**src/rtl/krt_pkg.sv**
```systemverilog
// ----------------------------------------------------------------------------
// krt_pkg
// shared types and codes for the keyed record table
// ----------------------------------------------------------------------------
package krt_pkg;

   localparam int RecWidth = 66;

   typedef enum logic [1:0] {
      REQ_ADD    = 2'd0,
      REQ_DELETE = 2'd1,
      REQ_SORT   = 2'd2,
      REQ_READ   = 2'd3
   } req_code_type;

   typedef enum logic [2:0] {
      ST_ADDED    = 3'd0,
      ST_DUP      = 3'd1,
      ST_FULL     = 3'd2,
      ST_DELETED  = 3'd3,
      ST_NOTFOUND = 3'd4,
      ST_SORTED   = 3'd5,
      ST_READOK   = 3'd6,
      ST_BADPOS   = 3'd7
   } status_code_type;

   localparam logic [1:0] KindOther = 2'd2;

   typedef struct packed {
      logic [15:0] game_name_ref;
      logic [15:0] item_name_ref;
      logic [1:0]  kind;
      logic [31:0] key;
   } record_type;

endpackage

```
**src/rtl/krt_ram.sv**
```systemverilog
// ----------------------------------------------------------------------------
// krt_ram
// generic single-port-write, single-read ram with registered read
// ----------------------------------------------------------------------------
module krt_ram #(
   parameter int Width = 8,
   parameter int Depth = 16
) (
   input  logic                     clock,
   input  logic                     wr_en,
   input  logic [$clog2(Depth)-1:0] wr_addr,
   input  logic [Width-1:0]         wr_data,
   input  logic [$clog2(Depth)-1:0] rd_addr,
   output logic [Width-1:0]         rd_data
);
   logic [Width-1:0] mem [Depth];

   always_ff @(posedge clock) begin
      if (wr_en) begin
         mem[wr_addr] <= wr_data;
      end
      rd_data <= mem[rd_addr];
   end
endmodule

```
**src/rtl/keyed_record_table.sv**
```systemverilog
// ----------------------------------------------------------------------------
// keyed_record_table
// bounded ordered record table with add, delete, sort and read
// ----------------------------------------------------------------------------
// Records live in one ram with a registered read. A sequencer reads
// an entry, compares or moves it, and writes it back, one entry at a time.
// Items are handled one at a time. A new item is accepted only when the
// sequencer is idle and the output register is empty or is being emptied, so
// a result that waits on rsp_tready holds off the input. Full and bad-position
// replies are presented at the accepting edge; read fetches the entry at the
// given position; add and delete scan the entries in order for the key, and
// a delete then shifts each later entry down one slot; sort runs bubble
// passes that compare each adjacent pair and swap it when out of order.
module keyed_record_table #(
   parameter int CAPACITY = 16
) (
   input  logic        clock,
   input  logic        reset,
   input  logic        req_tvalid,
   output logic        req_tready,
   // req_type[1:0], item_key[33:2], item_kind[35:34], item_name_ref[51:36],
   // game_name_ref[67:52], position[71:68]
   input  logic [71:0] req_tdata,
   output logic        rsp_tvalid,
   input  logic        rsp_tready,
   // status[2:0], out_key[34:3], out_kind[36:35], out_item_name_ref[52:37],
   // out_game_name_ref[68:53], entry_count[73:69]
   output logic [79:0] rsp_tdata
);
   import krt_pkg::*;

   localparam int AW = $clog2(CAPACITY);
   localparam int CW = $clog2(CAPACITY + 1);

   typedef enum logic [7:0] {
      S_IDLE  = 8'b00000001,
      S_RD    = 8'b00000010,
      S_CHK   = 8'b00000100,
      S_SHRD  = 8'b00001000,
      S_SHWR  = 8'b00010000,
      S_SRD   = 8'b00100000,
      S_SCMP  = 8'b01000000,
      S_DONE  = 8'b10000000
   } state_type;

   state_type   state_ff, state_in;
   logic [CW-1:0] fill_ff, fill_in;
   logic [CW-1:0] idx_ff, idx_in;
   logic [CW-1:0] pass_ff, pass_in;
   req_code_type  op_ff, op_in;
   logic [31:0]   key_ff, key_in;
   record_type    new_ff, new_in;
   record_type    hold_ff, hold_in;
   logic          out_v_ff, out_v_in;
   logic [73:0]   out_ff, out_in;

   logic          wr_en;
   logic [AW-1:0] wr_addr, rd_addr;
   record_type    wr_data, rd_data;
   logic          accept;
   logic [73:0]   result;
   logic          emit;

   krt_ram #(.Width(RecWidth), .Depth(CAPACITY)) u_ram (
      .clock(clock), .wr_en(wr_en), .wr_addr(wr_addr), .wr_data(wr_data),
      .rd_addr(rd_addr), .rd_data(rd_data)
   );

   assign req_tready = (state_ff == S_IDLE) && (!out_v_ff || rsp_tready);
   assign accept = req_tvalid && req_tready;
   assign rsp_tvalid = out_v_ff;
   assign rsp_tdata = {6'd0, out_ff};

   function automatic logic [73:0] pack(input status_code_type st,
                                        input record_type r,
                                        input logic [CW-1:0] cnt);
      logic [CW+4:0] wide;
      wide = {5'd0, cnt};
      return {wide[4:0], r.game_name_ref, r.item_name_ref, r.kind, r.key, st};
   endfunction

   always_comb begin
      state_in = state_ff;
      fill_in = fill_ff;
      idx_in = idx_ff;
      pass_in = pass_ff;
      op_in = op_ff;
      key_in = key_ff;
      new_in = new_ff;
      hold_in = hold_ff;
      wr_en = 1'b0;
      wr_addr = idx_ff[AW-1:0];
      wr_data = rd_data;
      rd_addr = idx_ff[AW-1:0];
      result = '0;
      emit = 1'b0;
      unique case (state_ff)
         S_IDLE: begin
            if (accept) begin
               op_in = req_code_type'(req_tdata[1:0]);
               key_in = req_tdata[33:2];
               new_in.key = req_tdata[33:2];
               new_in.kind = (req_tdata[35:34] == 2'd3) ? KindOther : req_tdata[35:34];
               new_in.item_name_ref = req_tdata[51:36];
               new_in.game_name_ref = req_tdata[67:52];
               idx_in = '0;
               pass_in = '0;
               unique case (req_code_type'(req_tdata[1:0]))
                  REQ_ADD: begin
                     if (fill_ff >= CW'(CAPACITY)) begin
                        result = pack(ST_FULL, '0, fill_ff);
                        emit = 1'b1;
                     end else begin
                        state_in = S_RD;
                     end
                  end
                  REQ_DELETE: state_in = S_RD;
                  REQ_SORT:   state_in = S_SRD;
                  REQ_READ: begin
                     if ({{CW{1'b0}}, req_tdata[71:68]} < {4'd0, fill_ff}) begin
                        idx_in = CW'(req_tdata[71:68]);
                        state_in = S_RD;
                     end else begin
                        result = pack(ST_BADPOS, '0, fill_ff);
                        emit = 1'b1;
                     end
                  end
                  default: ;
               endcase
            end
         end
         S_RD: begin
            if (op_ff != REQ_READ && idx_ff >= fill_ff) begin
               if (op_ff == REQ_ADD) begin
                  wr_en = 1'b1;
                  wr_addr = fill_ff[AW-1:0];
                  wr_data = new_ff;
                  fill_in = fill_ff + 1'b1;
                  result = pack(ST_ADDED, '0, fill_ff + 1'b1);
               end else begin
                  result = pack(ST_NOTFOUND, '0, fill_ff);
               end
               emit = 1'b1;
               state_in = S_IDLE;
            end else begin
               state_in = S_CHK;
            end
         end
         S_CHK: begin
            if (op_ff == REQ_READ) begin
               result = pack(ST_READOK, rd_data, fill_ff);
               emit = 1'b1;
               state_in = S_IDLE;
            end else if (rd_data.key == key_ff) begin
               if (op_ff == REQ_ADD) begin
                  result = pack(ST_DUP, '0, fill_ff);
                  emit = 1'b1;
                  state_in = S_IDLE;
               end else begin
                  state_in = S_SHRD;
               end
            end else begin
               idx_in = idx_ff + 1'b1;
               state_in = S_RD;
            end
         end
         S_SHRD: begin
            if (idx_ff + 1'b1 >= fill_ff) begin
               fill_in = fill_ff - 1'b1;
               result = pack(ST_DELETED, '0, fill_ff - 1'b1);
               emit = 1'b1;
               state_in = S_IDLE;
            end else begin
               rd_addr = AW'(idx_ff + 1'b1);
               state_in = S_SHWR;
            end
         end
         S_SHWR: begin
            wr_en = 1'b1;
            if (op_ff == REQ_SORT) begin
               // second half of a swap: held record goes one slot up
               wr_data = new_ff;
               state_in = S_SRD;
            end else begin
               idx_in = idx_ff + 1'b1;
               state_in = S_SHRD;
            end
         end
         S_SRD: begin
            // read entry idx, hold it, then read idx+1 next
            if (pass_ff >= fill_ff || idx_ff + 1'b1 >= fill_ff) begin
               if (pass_ff + 1'b1 >= fill_ff) begin
                  result = pack(ST_SORTED, '0, fill_ff);
                  emit = 1'b1;
                  state_in = S_IDLE;
               end else begin
                  pass_in = pass_ff + 1'b1;
                  idx_in = '0;
               end
            end else begin
               state_in = S_DONE;
            end
         end
         S_DONE: begin
            hold_in = rd_data;
            rd_addr = AW'(idx_ff + 1'b1);
            state_in = S_SCMP;
         end
         S_SCMP: begin
            if (hold_ff.key > rd_data.key) begin
               // smaller record moves down now
               wr_en = 1'b1;
               wr_data = rd_data;
               new_in = hold_ff;
               idx_in = idx_ff + 1'b1;
               state_in = S_SHWR;
            end else begin
               idx_in = idx_ff + 1'b1;
               state_in = S_SRD;
            end
         end
         default: state_in = S_IDLE;
      endcase
      out_v_in = out_v_ff;
      out_in = out_ff;
      if (out_v_ff && rsp_tready) out_v_in = 1'b0;
      if (emit) begin
         out_v_in = 1'b1;
         out_in = result;
      end
   end

   always_ff @(posedge clock) begin
      if (reset) begin
         state_ff <= S_IDLE;
         fill_ff <= '0;
         out_v_ff <= 1'b0;
      end else begin
         state_ff <= state_in;
         fill_ff <= fill_in;
         out_v_ff <= out_v_in;
      end
      idx_ff <= idx_in;
      pass_ff <= pass_in;
      op_ff <= op_in;
      key_ff <= key_in;
      new_ff <= new_in;
      hold_ff <= hold_in;
      out_ff <= out_in;
   end

   a_fill_bound: assert property (@(posedge clock) disable iff (reset)
      fill_ff <= CW'(CAPACITY)) else $error("fill count beyond capacity");
   a_one_result: assert property (@(posedge clock) disable iff (reset)
      emit |-> (!out_v_ff || rsp_tready)) else $error("result overwritten");
   a_busy_no_accept: assert property (@(posedge clock) disable iff (reset)
      (state_ff != S_IDLE) |-> !req_tready) else $error("accept while busy");
   a_rsp_hold: assert property (@(posedge clock) disable iff (reset)
      (rsp_tvalid && !rsp_tready) |=> (rsp_tvalid && $stable(rsp_tdata)))
      else $error("result dropped");
endmodule

```
**config.mk**
```make
export PLATFORM = sky130hd
export DESIGN_NAME = keyed_record_table
export DESIGN_NICKNAME = d
export VERILOG_FILES = /design/src/rtl/krt_pkg.sv /design/src/rtl/krt_ram.sv /design/src/rtl/keyed_record_table.sv
export SDC_FILE = /design/constraint.sdc
export NUM_CORES = 1
export LEC_CHECK = 0
export BUFFER_PORTS_ARGS = -buffer_cell sky130_fd_sc_hd__buf_2
export CAP_MARGIN = 0
export CORE_ASPECT_RATIO = 0.5
export CORE_MARGIN = 1.5
export CORE_UTILIZATION = 50
export DETAILED_ROUTE_END_ITERATION = 10
export MAX_ROUTING_LAYER = met4
export PLACE_DENSITY = 0.76
export REMOVE_ABC_BUFFERS = 1
export SYNTH_ARGS = -nofsm -noshare
export SYNTH_HDL_FRONTEND = slang
export SYNTH_SLANG_ARGS = --single-unit
```
**constraint.sdc**
```tcl
create_clock -name clock -period 8.65 [get_ports clock]
set_clock_uncertainty 0.05 [all_clocks]
set_input_delay 2.1625 -clock clock [delete_from_list [all_inputs] [get_ports clock]]
set_output_delay 2.1625 -clock clock [all_outputs]
set_load 0.005 [all_outputs]
```
==> results of run 1 <==
-- stage by stage --
step           setup slack [ps]  utilization, %
6_report                   2220            56.1
3_3_place_gp               2570            52.5
5_1_grt                    2110            56.1
2_1_floorplan            -14210               -
3_5_place_dp               2480            52.5
4_1_cts                    2410            56.0
-- registers in the layout, indices dropped and copies added, names as in the netlist --
signal,cells
state_ff,8
new_ff,66
rsp_tvalid,1
fill_ff,5
op_ff,2
u_ram.mem,1056
out_ff,74
u_ram.rd_data,66
idx_ff,5
hold_ff,66
key_ff,32
pass_ff,5
-- per-layer routing --
layer	routed length [microns]	up-vias
li1	-	16100
met1	61600	19200
met2	76300	2877
met3	21000	442
met4	7060	0
met5	0	-
-- worst max path at each step --
stage,startpoint,to,cells after the start
final,idx_ff[0],u_ram.rd_data[12],12
after global routing,idx_ff[0],u_ram.rd_data[3],14
after global placement,idx_ff[0],u_ram.rd_data[63],14
after CTS,idx_ff[0],u_ram.rd_data[3],12
after detailed placement,idx_ff[0],u_ram.rd_data[13],12
after floorplan,idx_ff[0],u_ram.rd_data[0],10
-- cells in the final DEF, fill, tap and decap left out, types with 65 or more instances in the layout --
cell type,count
mux2_2,69
a2111oi_0,65
a31oi_1,78
mux2i_1,265
o22ai_1,139
o221ai_1,325
dfxtp_1,80
a21oi_1,95
clkbuf_16,121
buf_2,151
and2_1,104
edfxtp_1,1306
or3_1,72
a211oi_1,134
buf_4,68
nor2_1,133
nand2_1,301
nor2b_1,73
nand3_1,74
-- final cells by class --
cell class | instances | area [sq um] | area share, %
sequential | 1386 | 40800 | 63.0
multi-input combinational | 2263 | 16200 | 25.1
clock buffer | 179 | 3470 | 5.35
tap | 1530 | 1910 | 2.96
timing repair buffer | 228 | 1450 | 2.23
clock inverter | 47 | 637 | 0.984
inverter | 57 | 223 | 0.344
antenna | 6 | 15.0 | 0.0232
-- cells by family after synthesis --
logic type / synth area share, %
muxes: 6.13
buffers and inverters: 2.62
xor gates and xnor gates: 0.616
other: 0.00643
DFF: 70.0
AOI/OAI and AO/OA: 12.2
and+or+nand+nor: 7.08
adders and majority gates: 1.35
-- power by group through the flow --
stage | registers, uW | logic [uW] | clock network [uW]
final | 8850 | 4540 | 5590
after global routing | 8880 | 4790 | 5880
after detailed placement | 8980 | 4380 | 0
after CTS | 8850 | 4420 | 5610
after floorplan | 9000 | 3000 | 0
after global placement | 8980 | 4240 | 0
==> summary.md, run 1 <==
| Metric | Value |
|---|---|
| Status | `finished, final reports clean` |
| Share of layout cells above drive strength 1 | `12.8%` |
| ANT nets after route | `0` |
| Residual DRC count | `0` |
| GR Util met3 | `6.19%` |
| Pwr dens | `293 nW/um^2` |
| Post-synth top cells | `edfxtp_1 (1,306), o221ai_1 (325), nand2_1 (305)` |
| Die height | `244 microns` |
| Cell Area, Synth | `58,300 sq um` |
| Gate Count Post-Synth | `4,008` |
| TritonCTS clock tree | `done` |
| Core ar. | `116,000 sq um` |
| Pin count of the biggest net entering global routing | `139` |
| Clk root buf | `clkbuf_16` |
| Endpoints failing setup | `0` |
| Clk Latency, worst-skew pair | `750 ps` |
| CP peak stage delay | `800 ps` |
| Row count | `88` |
| Sequential-to-total area share from yosys stat | `70.0%` |
| Worst path arrival time | `6980 ps` |
| CP endpoint kind | `register` |
| Vias in the first global route | `38.0k` |
| Required @ worst endpoint | `9200 ps` |
| Grt ovf | `0` |
| Final #Nets | `4,195` |
| Met1 usage in global routing | `36.8%` |
| Hold wc startpoint | `u_ram.rd_data[42]` |
| FF-to-FF path depth | `12` |
| Net switching fraction of the power | `30.9%` |
| Int Pwr | `13,100 uW` |
| Most numerous cell in the Yosys netlist | `edfxtp_1` |
| Global-route wire length before repair | `243,000 microns` |
| Top post-synthesis cells by area | `edfxtp_1 (67%), o221ai_1 (4.9%), mux2i_1 (4.6%), dfxtp_1 (2.7%), nand2_1 (2.0%)` |
| GRT Total Usage | `28.2%` |
| CP Buf/Inv Count | `4` |
| Max VDD drop | `0.221 mV` |
| Number of synthesized flops with an enable pin | `1,306` |
| Worst Hold Path EP | `hold_ff[42]` |
| Worst setup SP type | `register` |
| Clk pwr share | `29.4%` |
| Max-slew headroom | `13.9%` |
| Hold Path Depth | `0` |
| Slowest-stage cell, CP | `buf_4` |
| Post-cts gate resize count | `0` |
| Placed cell count | `5,464` |
| Worst hold margin | `419 ps` |
| Placed cell area | `60,600 sq um` |
| CTS HTree Levels | `3` |
| Port bufs | `151` |
| Fin. Hold Viols | `0` |
| Via count | `38.6k` |
| Die width | `486 microns` |
| CP cell instances | `buf_4 -> inv_6 -> ha_1 -> a21boi_0 -> o22a_1 -> o211ai_4 -> buf_4 -> nand2_2 -> buf_4 -> o221ai_1 -> a211oi_1 -> or3_1` |
| Synth Register Bits | `1,386` |
| Mean Syn Cell Area | `14.5 sq um` |
| # fillers | `8,656` |
| Vias per Instance | `6.77` |
| Yosys Warn Count | `0` |
| Wire length per cell | `29.1 microns` |
| IO Pins | `158` |
| Router iterations before antenna repair | `6` |
| CP max FO | `74` |
| Setup Fix Bufs, Post-CTS | `0` |
| Hold Crit Class | `register to register` |
| Met2 Track Usage GR | `43.1%` |
| Crit Path Category | `register to register` |
| MaxCap Viol Count | `0` |
| FFs w/ async S/R, synth | `0%` |
| RePlAce Congestion | `0.868` |
| Die ar. | `119,000 sq um` |
| Tcrit/Tclk final | `74.4%` |
| DR iter-0 viols | `5,647` |
| Worst r2r dst | `u_ram.rd_data[12]` |
| CP top delay family | `buffers and inverters` |
| Slew @ Worst Pin | `1290 ps` |
| RSZ-0062 raised after global routing | `no` |
| Yosys top cell by area | `edfxtp_1` |
| Area grow syn2layout | `11.0%` |
| Sequential power share | `46.7%` |
| DRT Wirelength | `166,000 microns` |
| Hold-fix buffers at CTS | `0` |
| HPWL Detailed | `85,900 microns` |
| GR peak layer | `met2` |
| CTS Buf Count | `120` |
| P_sw | `5870 uW` |
| Final Critical Period | `6430 ps` |
| Initial antenna violation count | `7` |
| Final Max Tran Viols | `0` |
| Reg2reg start | `idx_ff[0]` |
| Top cell type's share of synthesized area | `67.3%` |
| Sum Neg Setup Slack | `0 ps` |
| Total power | `19,000 uW` |
| Clk buf depth | `3` |
| Layout Cell Area excl Fill | `64,700 sq um` |
| Synth Flop Type | `edfxtp_1` |
| Flop2flop setup slack | `2220 ps` |
| Combinational share of power | `23.9%` |
| FMAX | `155 MHz` |
| Final non-filler cell total | `5,696` |
| Yosys cell types | `73` |
| Num Clock Sinks | `1,386` |
| Pleak | `0.0217 uW` |
| Reg clk slew, reported paths | `60 ps` |
| Crit path top cell by count | `buf_4` |
| Initial core utilization | `50.5%` |
No activity file was read; power rests on OpenSTA's default activity.
==> run 2, diff against run 1 <==
--- a/config.mk
+++ b/config.mk
@@ -12,7 +12,7 @@
 export CORE_UTILIZATION = 50
 export DETAILED_ROUTE_END_ITERATION = 10
 export MAX_ROUTING_LAYER = met4
-export PLACE_DENSITY = 0.76
+export PLACE_DENSITY = 0.73
 export REMOVE_ABC_BUFFERS = 1
 export SYNTH_ARGS = -nofsm -noshare
 export SYNTH_HDL_FRONTEND = slang
==> constraint.sdc (replaced) <==
create_clock -name clock -period 6.2 [get_ports clock]
set_clock_uncertainty 0.05 [all_clocks]
set_input_delay 1.55 -clock clock [delete_from_list [all_inputs] [get_ports clock]]
set_output_delay 1.55 -clock clock [all_outputs]
set_load 0.005 [all_outputs]
==> run 2 against run 1 <==
Compared with the run above: combinational power up 41%; largest power group unchanged; non-clock buffer count up 16; core utilization up 0.20 points; critical path depth down 1; clock-buffer cell count up 1; via count up 0.70%; wire length up 2.1%; sequential cell count unchanged; register-to-register slack worse by 1200 ps; largest cell class unchanged; final area up 0.35%.
==> summary.md, run 2 (synthesis results as in run 1) <==
| Metric | Value |
|---|---|
| Biggest register | `u_ram.mem` |
| Grt ovf | `0` |
| Slew @ Worst Pin | `1260 ps` |
| Via count | `38.8k` |
| HPWL Detailed | `86,600 microns` |
| DR iter-0 viols | `5,990` |
| Global-route wire length before repair | `247,000 microns` |
| Die ar. | `119,000 sq um` |
| Hold-fix buffers at CTS | `0` |
| GR peak layer | `met2` |
| Most common cell after layout, fill and taps aside | `edfxtp_1` |
| Biggest regs | `u_ram.mem: 1056 flops, out_ff: 74 flops` |
| IO Pins | `158` |
| Wire length per cell | `29.7 microns` |
| Post-cts gate resize count | `0` |
| Worst path arrival time | `5770 ps` |
| CTS Buf Count | `121` |
| Status | `finished, final reports clean` |
| ANT nets after route | `0` |
| FMAX | `193 MHz` |
| Met2 Track Usage GR | `44.1%` |
| Die height | `244 microns` |
| Clk root buf | `clkbuf_16` |
| Required @ worst endpoint | `6780 ps` |
| Clk Latency, worst-skew pair | `760 ps` |
| RePlAce Congestion | `0.896` |
| Fin. Hold Viols | `0` |
| Core ar. | `116,000 sq um` |
| Met1 usage in global routing | `38.6%` |
| Sum Neg Setup Slack | `0 ps` |
| Placed cell count | `5,480` |
| CTS HTree Levels | `3` |
| Residual DRC count | `0` |
| Share of layout cells above drive strength 1 | `12.8%` |
| Num Clock Sinks | `1,386` |
| Initial core utilization | `50.5%` |
| Endpoints failing setup | `0` |
| TritonCTS clock tree | `done` |
| Router iterations before antenna repair | `6` |
| Clk buf depth | `3` |
| Initial antenna violation count | `5` |
| Commonest cells after routing, fill and taps aside | `edfxtp_1 (1,306), o221ai_1 (325), nand2_1 (301)` |
| Pin count of the biggest net entering global routing | `199` |
| Final non-filler cell total | `5,709` |
| Final Critical Period | `5190 ps` |
| Port bufs | `151` |
| Vias per Instance | `6.80` |
| Largest register FFs | `1,056` |
| Reg clk slew, reported paths | `70 ps` |
| Vias in the first global route | `38.4k` |
| Final #Nets | `4,212` |
| Max VDD drop | `0.401 mV` |
| CP endpoint kind | `register` |
| Worst setup SP type | `register` |
| DRT Wirelength | `169,000 microns` |
| Setup Fix Bufs, Post-CTS | `0` |
| Die width | `486 microns` |
| Final Max Tran Viols | `0` |
| Max-slew headroom | `15.8%` |
| Crit Path Category | `register to register` |
| GRT Total Usage | `28.9%` |
| # fillers | `8,766` |
| CP max FO | `58` |
| Tcrit/Tclk final | `83.7%` |
| Pwr dens | `404 nW/um^2` |
| Row count | `88` |
| Pleak | `0.0217 uW` |
| MaxCap Viol Count | `0` |
| Hold Crit Class | `register to register` |
| RSZ-0062 raised after global routing | `no` |
| GR Util met3 | `5.05%` |
| Area grow syn2layout | `11.4%` |
==> run 2: power breakdown <==
group | total (uW) | leakage, uW | internal [uW] | switching, uW
registers | 12400 | 0.0125 | 11900 | 450
clock network | 7510 | 0.00190 | 4130 | 3380
logic | 6380 | 0.00731 | 1980 | 4400
total | 26300 | 0.0217 | 18000 | 8230
==> run 2: per-stage QoR <==
step                hold slack, ps  cell area, sq um  util (%)  setup WS [ps]  power, uW
floorplan                      366             57000         -         -16660      16800
finish                         428             65000      56.3           1010      26300
CTS                            407             65000      56.2           1140      26100
detailed placement             391             61100      52.9           1160      18700
global route                   430             65000      56.3            870      27100
global placement               406             61100      52.9           1280      18500
==> run 2: final cells by class <==
cell class	count	area (sq um)	area share (%)
Multi-Input combinational cell	2263	16200	25.0
Antenna cell	3	7.51	0.0116
Tap cell	1530	1910	2.95
Inverter	57	223	0.343
Clock inverter	46	408	0.628
Clock buffer	180	3490	5.38
Timing Repair Buffer	244	1880	2.89
Sequential cell	1386	40800	62.8
==> run 2: worst paths after layout <==
kind | startpoint | to | slack [ps] | depth (start not counted)
min | u_ram.rd_data[54] | hold_ff[54] | 430 | 0
min reg2reg | u_ram.rd_data[54] | hold_ff[54] | 430 | 0
max reg2reg | idx_ff[0] | u_ram.rd_data[4] | 1010 | 11
max | idx_ff[0] | u_ram.rd_data[4] | 1010 | 11
==> run 2: worst max-delay path, cell delays in order (launching register included) <==
cell	delay, ps
edfxtp_1	560
inv_6	550
ha_1	380
a21boi_0	170
o22a_1	360
o211a_4	710
or3_1	250
a21oi_1	120
a21oi_4	590
buf_4	730
a211oi_1	140
or3_1	430
==> run 2: per-layer routing <==
layer,up-vias,wire [microns]
met2,2865,77100
met5,-,0
met1,19400,64400
met3,462,20500
li1,16100,-
met4,0,7410
